## src/rtl/stramp_pkg.sv

```systemverilog
// stramp_pkg: shared constants for the trapezoidal stepper ramp
// register indexes, operation codes, reset values and divider sizes
// no dependencies
`timescale 1ns / 1ps

package stramp_pkg;

    localparam int POS_BITS_DEF = 32;
    localparam int CFG_IDX_BITS = 3;
    localparam int CFG_DATA_BITS = 32;
    localparam int DIV_BITS = 64;
    localparam int DIV_CNT_BITS = $clog2(DIV_BITS + 1);

    localparam logic [CFG_IDX_BITS-1:0] CFG_MIN_SPEED  = 3'd0;
    localparam logic [CFG_IDX_BITS-1:0] CFG_MAX_SPEED  = 3'd1;
    localparam logic [CFG_IDX_BITS-1:0] CFG_ACCEL      = 3'd2;
    localparam logic [CFG_IDX_BITS-1:0] CFG_BASE_CLOCK = 3'd3;
    localparam logic [CFG_IDX_BITS-1:0] CFG_POLARITY   = 3'd4;
    localparam logic [CFG_IDX_BITS-1:0] CFG_DISABLE    = 3'd5;
    localparam logic [CFG_IDX_BITS-1:0] CFG_SWAP       = 3'd6;

    localparam logic [1:0] OP_START  = 2'd0;
    localparam logic [1:0] OP_UPDATE = 2'd1;
    localparam logic [1:0] OP_ABORT  = 2'd2;
    localparam logic [1:0] OP_FINISH = 2'd3;

    localparam logic [31:0] RST_MIN_SPEED  = 32'd100;
    localparam logic [31:0] RST_MAX_SPEED  = 32'd1000;
    localparam logic [31:0] RST_ACCEL      = 32'd1000;
    localparam logic [31:0] RST_BASE_CLOCK = 32'd1000000;

    localparam logic [32:0] SAT_LIMIT = 33'h1_0000_0000;

endpackage

```

## src/rtl/stepper_trapezoid_ramp_top.sv

```systemverilog
// stepper_trapezoid_ramp_top: trapezoidal stepper speed ramp and pulse timer values
// depends on stramp_pkg and stramp_div
//
// Requests enter on the in channel (valid/ready) with op, target, steps_done
// and switch_levels; one result leaves on the out channel (valid/ready) for
// every request. Registers are written through a plain write port (enable, index,
// data); the user must write them only while idle; the block does not check it.
// One request is worked at a time: in ready is low from acceptance until its
// result is taken. All divisions share the one 64-bit divider and products
// come from the single 32x32 multiplier; the work per request is:
//   abort, finish or any request while idle: no division (speed is 0)
//   start that finds the motor at the target: no division (speed is 0)
//   blocked update: the timer division only
//   update: the timer division, plus a product and one ramp division inside a ramp
//   start: two ramp divisions and the timer division
// Timer reload and compare come from base_clock / speed on the same divider.
// A result is held on the out ports until the receiver takes it; a stalled
// receiver stalls the block. Synchronous reset clears position, speed, the
// move state and loads the register defaults; the block is ready at once.
`timescale 1ns / 1ps

module stepper_trapezoid_ramp_top #(
    parameter int POS_BITS = stramp_pkg::POS_BITS_DEF
) (
    input  logic                                   i_clk,
    input  logic                                   i_rst_n,
    input  logic                                   i_cfg_we,
    input  logic [stramp_pkg::CFG_IDX_BITS-1:0]    i_cfg_idx,
    input  logic [stramp_pkg::CFG_DATA_BITS-1:0]   i_cfg_data,
    input  logic                                   i_in_valid,
    output logic                                   o_in_ready,
    input  logic [1:0]                             i_op,
    input  logic signed [31:0]                     i_target,
    input  logic [31:0]                            i_steps_done,
    input  logic [1:0]                             i_switch_levels,
    output logic                                   o_out_valid,
    input  logic                                   i_out_ready,
    output logic signed [31:0]                     o_position,
    output logic [31:0]                            o_speed,
    output logic [31:0]                            o_timer_reload,
    output logic [31:0]                            o_timer_compare,
    output logic [31:0]                            o_ramp_len,
    output logic                                   o_moving,
    output logic                                   o_halted,
    output logic                                   o_dir_fwd
);

    typedef enum logic [2:0] {
        S_IDLE, S_CHK, S_MUL, S_DGO, S_DWAIT, S_TIMER, S_OUT
    } t_state;

    typedef enum logic [2:0] {
        PH_A, PH_B, PH_UP_DEC, PH_UP_ACC, PH_TIMER
    } t_phase;

    t_state r_state;
    t_phase r_phase;

    logic [31:0] r_min, r_max, r_acc, r_base;
    logic [1:0]  r_pol, r_dis;
    logic        r_swap;

    logic [POS_BITS-1:0] r_start_pos, r_cur_pos, r_tgt;
    logic                r_dir, r_busy, r_halted;
    logic [31:0]         r_len, r_ramp, r_speed, r_reload, r_cmp;

    logic [31:0] r_ma, r_mb, r_dvs;
    logic [63:0] r_prod;
    logic [32:0] r_sat_a;
    logic        div_start, div_done;
    logic [63:0] div_q;

    logic [31:0]           top, dv, decel_at, k;
    logic [POS_BITS-1:0]   steps_p, along, len_p;
    logic [1:0]            sw;
    logic                  blocked;
    logic signed [POS_BITS:0] diff;
    logic [POS_BITS:0]     mag;
    logic [63:0]           q_half;
    logic [32:0]           sat_a_n, sat_b;
    logic [33:0]           ramp_sum;
    logic [31:0]           period;

    assign top      = (r_max < r_min) ? r_min : r_max;
    assign dv       = top - r_min;
    assign decel_at = r_len - r_ramp;
    assign k        = i_steps_done - decel_at;
    assign steps_p  = i_steps_done[POS_BITS-1:0];
    assign len_p    = r_len[POS_BITS-1:0];
    assign along    = r_dir ? r_start_pos + steps_p : r_start_pos - steps_p;

    always_comb begin
        if (r_dir) begin
            sw = r_swap ? 2'b01 : 2'b10;
        end else begin
            sw = r_swap ? 2'b10 : 2'b01;
        end
        blocked = ((r_dis & sw) == 2'b00) && (((r_pol ^ i_switch_levels) & sw) != 2'b00);
    end

    assign diff = $signed({r_tgt[POS_BITS-1], r_tgt})
                - $signed({r_cur_pos[POS_BITS-1], r_cur_pos});
    assign mag  = diff[POS_BITS] ? (POS_BITS+1)'(-diff) : diff;

    assign q_half   = div_q >> 1;
    assign sat_a_n  = (q_half > 64'(stramp_pkg::SAT_LIMIT)) ? stramp_pkg::SAT_LIMIT
                                                            : q_half[32:0];
    assign sat_b    = (div_q > 64'(stramp_pkg::SAT_LIMIT)) ? stramp_pkg::SAT_LIMIT
                                                           : div_q[32:0];
    assign ramp_sum = {1'b0, r_sat_a} + {1'b0, sat_b};
    assign period   = div_q[31:0];

    assign div_start = (r_state == S_DGO);

    stramp_div u_div (
        .i_clk      (i_clk),
        .i_rst_n    (i_rst_n),
        .i_start    (div_start),
        .i_dividend (r_prod),
        .i_divisor  (r_dvs),
        .o_done     (div_done),
        .o_quotient (div_q)
    );

    always_ff @(posedge i_clk) begin
        if (!i_rst_n) begin
            r_min       <= stramp_pkg::RST_MIN_SPEED;
            r_max       <= stramp_pkg::RST_MAX_SPEED;
            r_acc       <= stramp_pkg::RST_ACCEL;
            r_base      <= stramp_pkg::RST_BASE_CLOCK;
            r_pol       <= 2'b00;
            r_dis       <= 2'b00;
            r_swap      <= 1'b0;
        end else if (i_cfg_we) begin
            unique case (i_cfg_idx)
                stramp_pkg::CFG_MIN_SPEED:  r_min  <= i_cfg_data;
                stramp_pkg::CFG_MAX_SPEED:  r_max  <= i_cfg_data;
                stramp_pkg::CFG_ACCEL:      r_acc  <= i_cfg_data;
                stramp_pkg::CFG_BASE_CLOCK: r_base <= i_cfg_data;
                stramp_pkg::CFG_POLARITY:   r_pol  <= i_cfg_data[1:0];
                stramp_pkg::CFG_DISABLE:    r_dis  <= i_cfg_data[1:0];
                stramp_pkg::CFG_SWAP:       r_swap <= i_cfg_data[0];
                default: ;
            endcase
        end
    end

    always_ff @(posedge i_clk) begin
        if (!i_rst_n) begin
            r_state     <= S_IDLE;
            r_phase     <= PH_A;
            r_start_pos <= '0;
            r_cur_pos   <= '0;
            r_dir       <= 1'b0;
            r_len       <= '0;
            r_ramp      <= '0;
            r_speed     <= '0;
            r_busy      <= 1'b0;
            r_halted    <= 1'b0;
        end else begin
            unique case (r_state)
                S_IDLE: begin
                    if (i_in_valid) begin
                        r_halted <= r_busy && (i_op == stramp_pkg::OP_UPDATE) && blocked;
                        if (i_op == stramp_pkg::OP_START) begin
                            r_tgt   <= i_target[POS_BITS-1:0];
                            r_state <= S_CHK;
                            if (r_busy) begin
                                r_cur_pos <= along;
                                r_speed   <= '0;
                                r_busy    <= 1'b0;
                            end
                        end else if (r_busy) begin
                            case (i_op)
                                stramp_pkg::OP_UPDATE: begin
                                    if (blocked) begin
                                        r_state <= S_TIMER;
                                    end else begin
                                        r_cur_pos <= along;
                                        r_mb      <= dv;
                                        r_dvs     <= r_ramp;
                                        if (i_steps_done >= decel_at) begin
                                            if (k >= r_ramp) begin
                                                r_speed <= r_min;
                                                r_state <= S_TIMER;
                                            end else begin
                                                r_ma    <= k;
                                                r_phase <= PH_UP_DEC;
                                                r_state <= S_MUL;
                                            end
                                        end else if (i_steps_done < r_ramp) begin
                                            r_ma    <= i_steps_done;
                                            r_phase <= PH_UP_ACC;
                                            r_state <= S_MUL;
                                        end else begin
                                            r_speed <= top;
                                            r_state <= S_TIMER;
                                        end
                                    end
                                end
                                stramp_pkg::OP_ABORT: begin
                                    r_cur_pos <= along;
                                    r_speed   <= '0;
                                    r_busy    <= 1'b0;
                                    r_state   <= S_TIMER;
                                end
                                default: begin
                                    r_cur_pos <= r_dir ? r_start_pos + len_p
                                                       : r_start_pos - len_p;
                                    r_speed   <= '0;
                                    r_busy    <= 1'b0;
                                    r_state   <= S_TIMER;
                                end
                            endcase
                        end else begin
                            r_state <= S_TIMER;
                        end
                    end
                end
                S_CHK: begin
                    if (diff == '0) begin
                        r_state <= S_TIMER;
                    end else begin
                        r_start_pos <= r_cur_pos;
                        r_dir       <= !diff[POS_BITS];
                        r_len       <= 32'(mag);
                        r_ma        <= dv;
                        r_mb        <= dv;
                        r_dvs       <= (r_acc == '0) ? 32'd1 : r_acc;
                        r_phase     <= PH_A;
                        r_state     <= S_MUL;
                    end
                end
                S_MUL: begin
                    r_prod  <= r_ma * r_mb;
                    r_state <= S_DGO;
                end
                S_DGO: begin
                    r_state <= S_DWAIT;
                end
                S_DWAIT: begin
                    if (div_done) begin
                        unique case (r_phase)
                            PH_A: begin
                                r_sat_a <= sat_a_n;
                                r_ma    <= r_min;
                                r_mb    <= dv;
                                r_phase <= PH_B;
                                r_state <= S_MUL;
                            end
                            PH_B: begin
                                r_ramp  <= ({ramp_sum, 1'b0} > {3'b000, r_len})
                                           ? (r_len >> 1) : ramp_sum[31:0];
                                r_speed <= r_min;
                                r_busy  <= 1'b1;
                                r_state <= S_TIMER;
                            end
                            PH_UP_DEC: begin
                                r_speed <= top - div_q[31:0];
                                r_state <= S_TIMER;
                            end
                            PH_UP_ACC: begin
                                r_speed <= r_min + div_q[31:0];
                                r_state <= S_TIMER;
                            end
                            default: begin
                                r_reload <= (period == '0) ? '0 : period - 32'd1;
                                r_cmp    <= period >> 1;
                                r_state  <= S_OUT;
                            end
                        endcase
                    end
                end
                S_TIMER: begin
                    if (r_speed == '0) begin
                        r_reload <= '0;
                        r_cmp    <= '0;
                        r_state  <= S_OUT;
                    end else begin
                        r_prod  <= {32'd0, r_base};
                        r_dvs   <= r_speed;
                        r_phase <= PH_TIMER;
                        r_state <= S_DGO;
                    end
                end
                S_OUT: begin
                    if (i_out_ready) begin
                        r_state <= S_IDLE;
                    end
                end
                default: r_state <= S_IDLE;
            endcase
        end
    end

    assign o_in_ready      = (r_state == S_IDLE);
    assign o_out_valid     = (r_state == S_OUT);
    assign o_position      = 32'(signed'(r_cur_pos));
    assign o_speed         = r_speed;
    assign o_timer_reload  = r_reload;
    assign o_timer_compare = r_cmp;
    assign o_ramp_len      = r_ramp;
    assign o_moving        = r_busy;
    assign o_halted        = r_halted;
    assign o_dir_fwd       = r_dir;

endmodule

```

## src/rtl/stramp_div.sv

```systemverilog
// stramp_div: 64 by 32 bit restoring divider, one quotient bit per cycle
// uses stramp_pkg for sizes
`timescale 1ns / 1ps

module stramp_div (
    input  logic                             i_clk,
    input  logic                             i_rst_n,
    input  logic                             i_start,
    input  logic [stramp_pkg::DIV_BITS-1:0]  i_dividend,
    input  logic [31:0]                      i_divisor,
    output logic                             o_done,
    output logic [stramp_pkg::DIV_BITS-1:0]  o_quotient
);

    logic                                 r_run, n_run;
    logic                                 r_done, n_done;
    logic [stramp_pkg::DIV_CNT_BITS-1:0]  r_cnt, n_cnt;
    logic [31:0]                          r_rem, n_rem;
    logic [31:0]                          r_dvs, n_dvs;
    logic [stramp_pkg::DIV_BITS-1:0]      r_q, n_q;
    logic [32:0]                          sh;
    logic                                 ge;

    assign sh = {r_rem, r_q[stramp_pkg::DIV_BITS-1]};
    assign ge = sh >= {1'b0, r_dvs};

    always_comb begin
        n_run  = r_run;
        n_done = 1'b0;
        n_cnt  = r_cnt;
        n_rem  = r_rem;
        n_dvs  = r_dvs;
        n_q    = r_q;
        if (i_start) begin
            n_run = 1'b1;
            n_cnt = '0;
            n_rem = '0;
            n_dvs = i_divisor;
            n_q   = i_dividend;
        end else if (r_run) begin
            n_rem = ge ? 32'(sh - {1'b0, r_dvs}) : sh[31:0];
            n_q   = {r_q[stramp_pkg::DIV_BITS-2:0], ge};
            n_cnt = r_cnt + 1'b1;
            if (r_cnt == stramp_pkg::DIV_CNT_BITS'(stramp_pkg::DIV_BITS - 1)) begin
                n_run  = 1'b0;
                n_done = 1'b1;
            end
        end
    end

    always_ff @(posedge i_clk) begin
        if (!i_rst_n) begin
            r_run  <= 1'b0;
            r_done <= 1'b0;
            r_cnt  <= '0;
        end else begin
            r_run  <= n_run;
            r_done <= n_done;
            r_cnt  <= n_cnt;
        end
        r_rem <= n_rem;
        r_dvs <= n_dvs;
        r_q   <= n_q;
    end

    assign o_done     = r_done;
    assign o_quotient = r_q;

endmodule
```

## config.mk

```make
export PLATFORM = sky130hd
export DESIGN_NAME = stepper_trapezoid_ramp_top
export DESIGN_NICKNAME = d
export VERILOG_FILES = /design/src/rtl/stramp_pkg.sv /design/src/rtl/stepper_trapezoid_ramp_top.sv /design/src/rtl/stramp_div.sv
export SDC_FILE = /design/constraint.sdc
export NUM_CORES = 2
export LEC_CHECK = 0
export ABC_AREA = 0
export BUFFER_PORTS_ARGS = -buffer_cell sky130_fd_sc_hd__buf_2
export CAP_MARGIN = 20
export CORE_UTILIZATION = 57
export CTS_BUF_LIST = sky130_fd_sc_hd__clkbuf_8 sky130_fd_sc_hd__clkbuf_16
export DETAILED_ROUTE_END_ITERATION = 6
export PLACE_DENSITY = 0.74
export SYNTH_ARGS = -nofsm -noshare
export SYNTH_HDL_FRONTEND = slang
export SYNTH_HIERARCHICAL = 1
export SYNTH_SLANG_ARGS = --single-unit
```

## constraint.sdc

```tcl
create_clock -name i_clk -period 24.5 [get_ports i_clk]
set_input_delay 1.225 -clock i_clk [delete_from_list [all_inputs] [get_ports i_clk]]
set_output_delay 1.225 -clock i_clk [all_outputs]
set_load 0.005 [all_outputs]
```

==> results.json <==
{
  "layout.nets": 11500,
  "worst_slew_pin_slew_ns": 1.21,
  "finalSetupTns_ns": 0,
  "final.setup_skew_ns": 0.0904,
  "cp_slowest_stage_delay_ns": 0.97,
  "die_area_mm2": 0.151,
  "clk_pin_slew_ns": 0.07,
  "critPathLaunchType": "flip-flop",
  "root_buffer": "clkbuf_16",
  "grt_use_total_pct": 38.8,
  "path_class": "flip-flop to flip-flop",
  "synth_seq_cells": 727,
  "wl_per_cell_um": 24.9,
  "area.growth.synth_to_final_pct": 7.54,
  "max_freq_mhz": 107,
  "async_flop_share_pct": 0,
  "setup-violations-final": 0,
  "cp_top_family": "adder cells",
  "synth_cell_types": 108,
  "slew-limit-headroom_pct": 19.1,
  "dr.pass1.iters": 7,
  "synthesis.instances": 9772,
  "dp_hpwl_um": 227000,
  "synth_edf_count": 384,
  "violations": "DRC",
  "via_count": 73600,
  "drt_iter0_drc": 7606,
  "hold_buffers": 0,
  "yosysTopAreaCell": "fa_1",
  "cts_buffers": 87,
  "grt_max_degree": 84,
  "tritoncts": "built",
  "hold_violations": 0,
  "viasPerCell": 6.22,
  "synth_fp_nets": 11500,
  "postCtsSetupRepairBufs": 0,
  "antenna_found_initial": 19,
  "port-buffer-count": 271,
  "synth_top_area_share_pct": 21.3,
  "htree_levels": 3,
  "clock_path_buffers": 3,
  "status": "finished, violations left",
  "synth_most_common_cell": "nand2_1",
  "cp_num_buf_inv": 8,
  "clock_sinks": 727,
  "drc_errors": 1,
  "drive_gt1_share_pct": 8.18,
  "ant_nets": 0,
  "cts-resized-gates": 0,
  "synthTopCellsByCount": "1439 x nand2_1, 1276 x inv_1, 906 x fa_1",
  "cp_max_fo": 17,
  "row_count": 141,
  "crit_top_cell": "fa_1",
  "initial_utilization_pct": 57.5,
  "place.gp.congestion": 1.00,
  "grt_pass1_wl_um": 445000,
  "drt-total-wl_um": 294000,
  "critPathRequiredTime_ns": 24.90,
  "core-area_mm2": 0.148,
  "rsz0062_at_grt": "no",
  "yosysWarnings": 6,
  "syn_area_per_cell_um2": 8.70,
  "ys_seq_area_share_pct": 21.6,
  "critical_path_arrival_ns": 9.74,
  "die_x_um": 388,
  "hp-class": "flip-flop to flip-flop",
  "die_h_um": 388,
  "clkLatencyLatePin_ns": 0.75,
  "ys.flop_type": "edfxtp_1",
  "cp_slowest_cell": "a31oi_1",
  "grt_pass1_vias": 73300,
  "synth.top_cells.by_area": "fa_1 21%, edfxtp_1 14%, ha_1 10%, dfxtp_1 8.1%, nand2_1 6.4%",
  "grt_overflow": 0,
  "syn_area_mm2": 0.0850,
  "min_period_over_period_pct": 38.1,
  "post-route-min-period_ns": 9.34,
  "hold_slack_ns": 0.415,
  "drv_slew": 0,
  "maxCapViolCount": 0,
  "pin_count": 273,
  "end_kind": "flip-flop"
}
cell families after synthesis:
family,after synthesis,share of synthesized area [%]
fa+ha+maj,1616,31.8
compound gates,2062,15.5
flops,727,21.6
simple gates,2967,16.1
other cells,1,0.00441
mux,219,2.72
buf+inv,1755,7.84
xor+xnor,425,4.39
metrics by stage:
step / std cells / area, µm² / util, % / worst slack, ns
final: 11800 / 91400 / 61.8 / 15.16
after global routing: 11800 / 91400 / 61.8 / 14.64
after CTS: 11800 / 91400 / 61.8 / 15.27
after detailed placement: 11700 / 88300 / 59.7 / 15.36
after global placement: 11700 / 88300 / 59.7 / 15.39
after floorplan: 9772 / 85000 / - / 16.27
layer usage:
metal	share of wire, %	wire length, µm	global-route usage (%)
met1	39	115000	50.5
met2	45	133000	61.5
met3	10	29900	7.76
met4	5.7	16800	19.6
met5	0.0092	27	0
cell usage in the layout, fill, tap and decap left out, types with 21 or more instances in the layout:
cell	netlist	layout
nor4_1	63	62
a22oi_1	28	28
a21oi_1	678	677
and4_1	21	21
o21bai_1	45	45
nand2_1	1439	1437
inv_1	1276	1287
nor2_1	476	470
buf_4	9	159
dfxtp_1	343	341
and3_1	64	62
nor2b_1	65	64
ha_1	710	710
or3_1	29	29
edfxtp_1	384	384
nand4_1	77	77
and2_1	338	338
nor3_1	87	83
a21o_1	230	230
o21ai_0	418	418
xor2_1	156	156
xnor2_1	268	268
mux2i_1	120	120
fa_1	906	906
o211ai_1	55	55
nand3_1	178	177
o31ai_1	38	37
a211oi_1	78	76
nand2b_1	60	59
a31oi_1	82	81
o21ai_1	48	47
mux2_2	99	99
o21a_1	55	55
clkbuf_16	0	90
a211o_1	25	25
buf_2	14	270
a211oi_2	22	22
registers in the layout, summed over array words and instances (netlist names), 31 cells and up:
name	count
len_p	32
o_position	32
o_ramp_len	32
o_speed	32
o_timer_compare	31
o_timer_reload	32
r_acc	32
r_base	32
r_dvs	32
r_ma	32
r_max	32
r_mb	32
r_min	32
r_prod	64
r_sat_a	33
r_start_pos	32
r_tgt	32
u_div/o_quotient	64
u_div/r_dvs	32
u_div/r_rem	32
cell type report:
cell class                      count  area (µm²)
Antenna cell                        9        22.5
Clock buffer                       98        2360
Clock inverter                     66         722
Fill cell                       12900       56400
Inverter                         1276        4790
Multi-Input combinational cell   7290       60100
Sequential cell                   727       18400
Tap cell                         1930        2410
Timing Repair Buffer              431        2600
worst reg2reg max path, delay by kind of cell, from the launching register on:
kind                     cells  cell delay, ns
AO/OA/AOI/OAI                6            2.23
buffers and inverters        8            0.69
flip-flops                   1            0.76
adder cells (fa/ha/maj)      9            4.38
AND/OR/NAND/NOR              4            0.81
XOR/XNOR                     1            0.15
path summary, 6_finish.rpt:
kind / cells past startpoint / from / endpoint / slack [ns]
setup / recovery: 28 / r_mb[2] / r_prod[62] / 15.16
hold / removal: 0 / r_dvs[11] / u_div/r_dvs[11] / 0.41
setup reg to reg: 28 / r_mb[2] / r_prod[62] / 15.16
hold reg to reg: 0 / r_dvs[11] / u_div/r_dvs[11] / 0.41
Power is left out: the tool's default activity adds up to more than one toggle a clock period on the data nets, which glitch-free logic cannot reach.
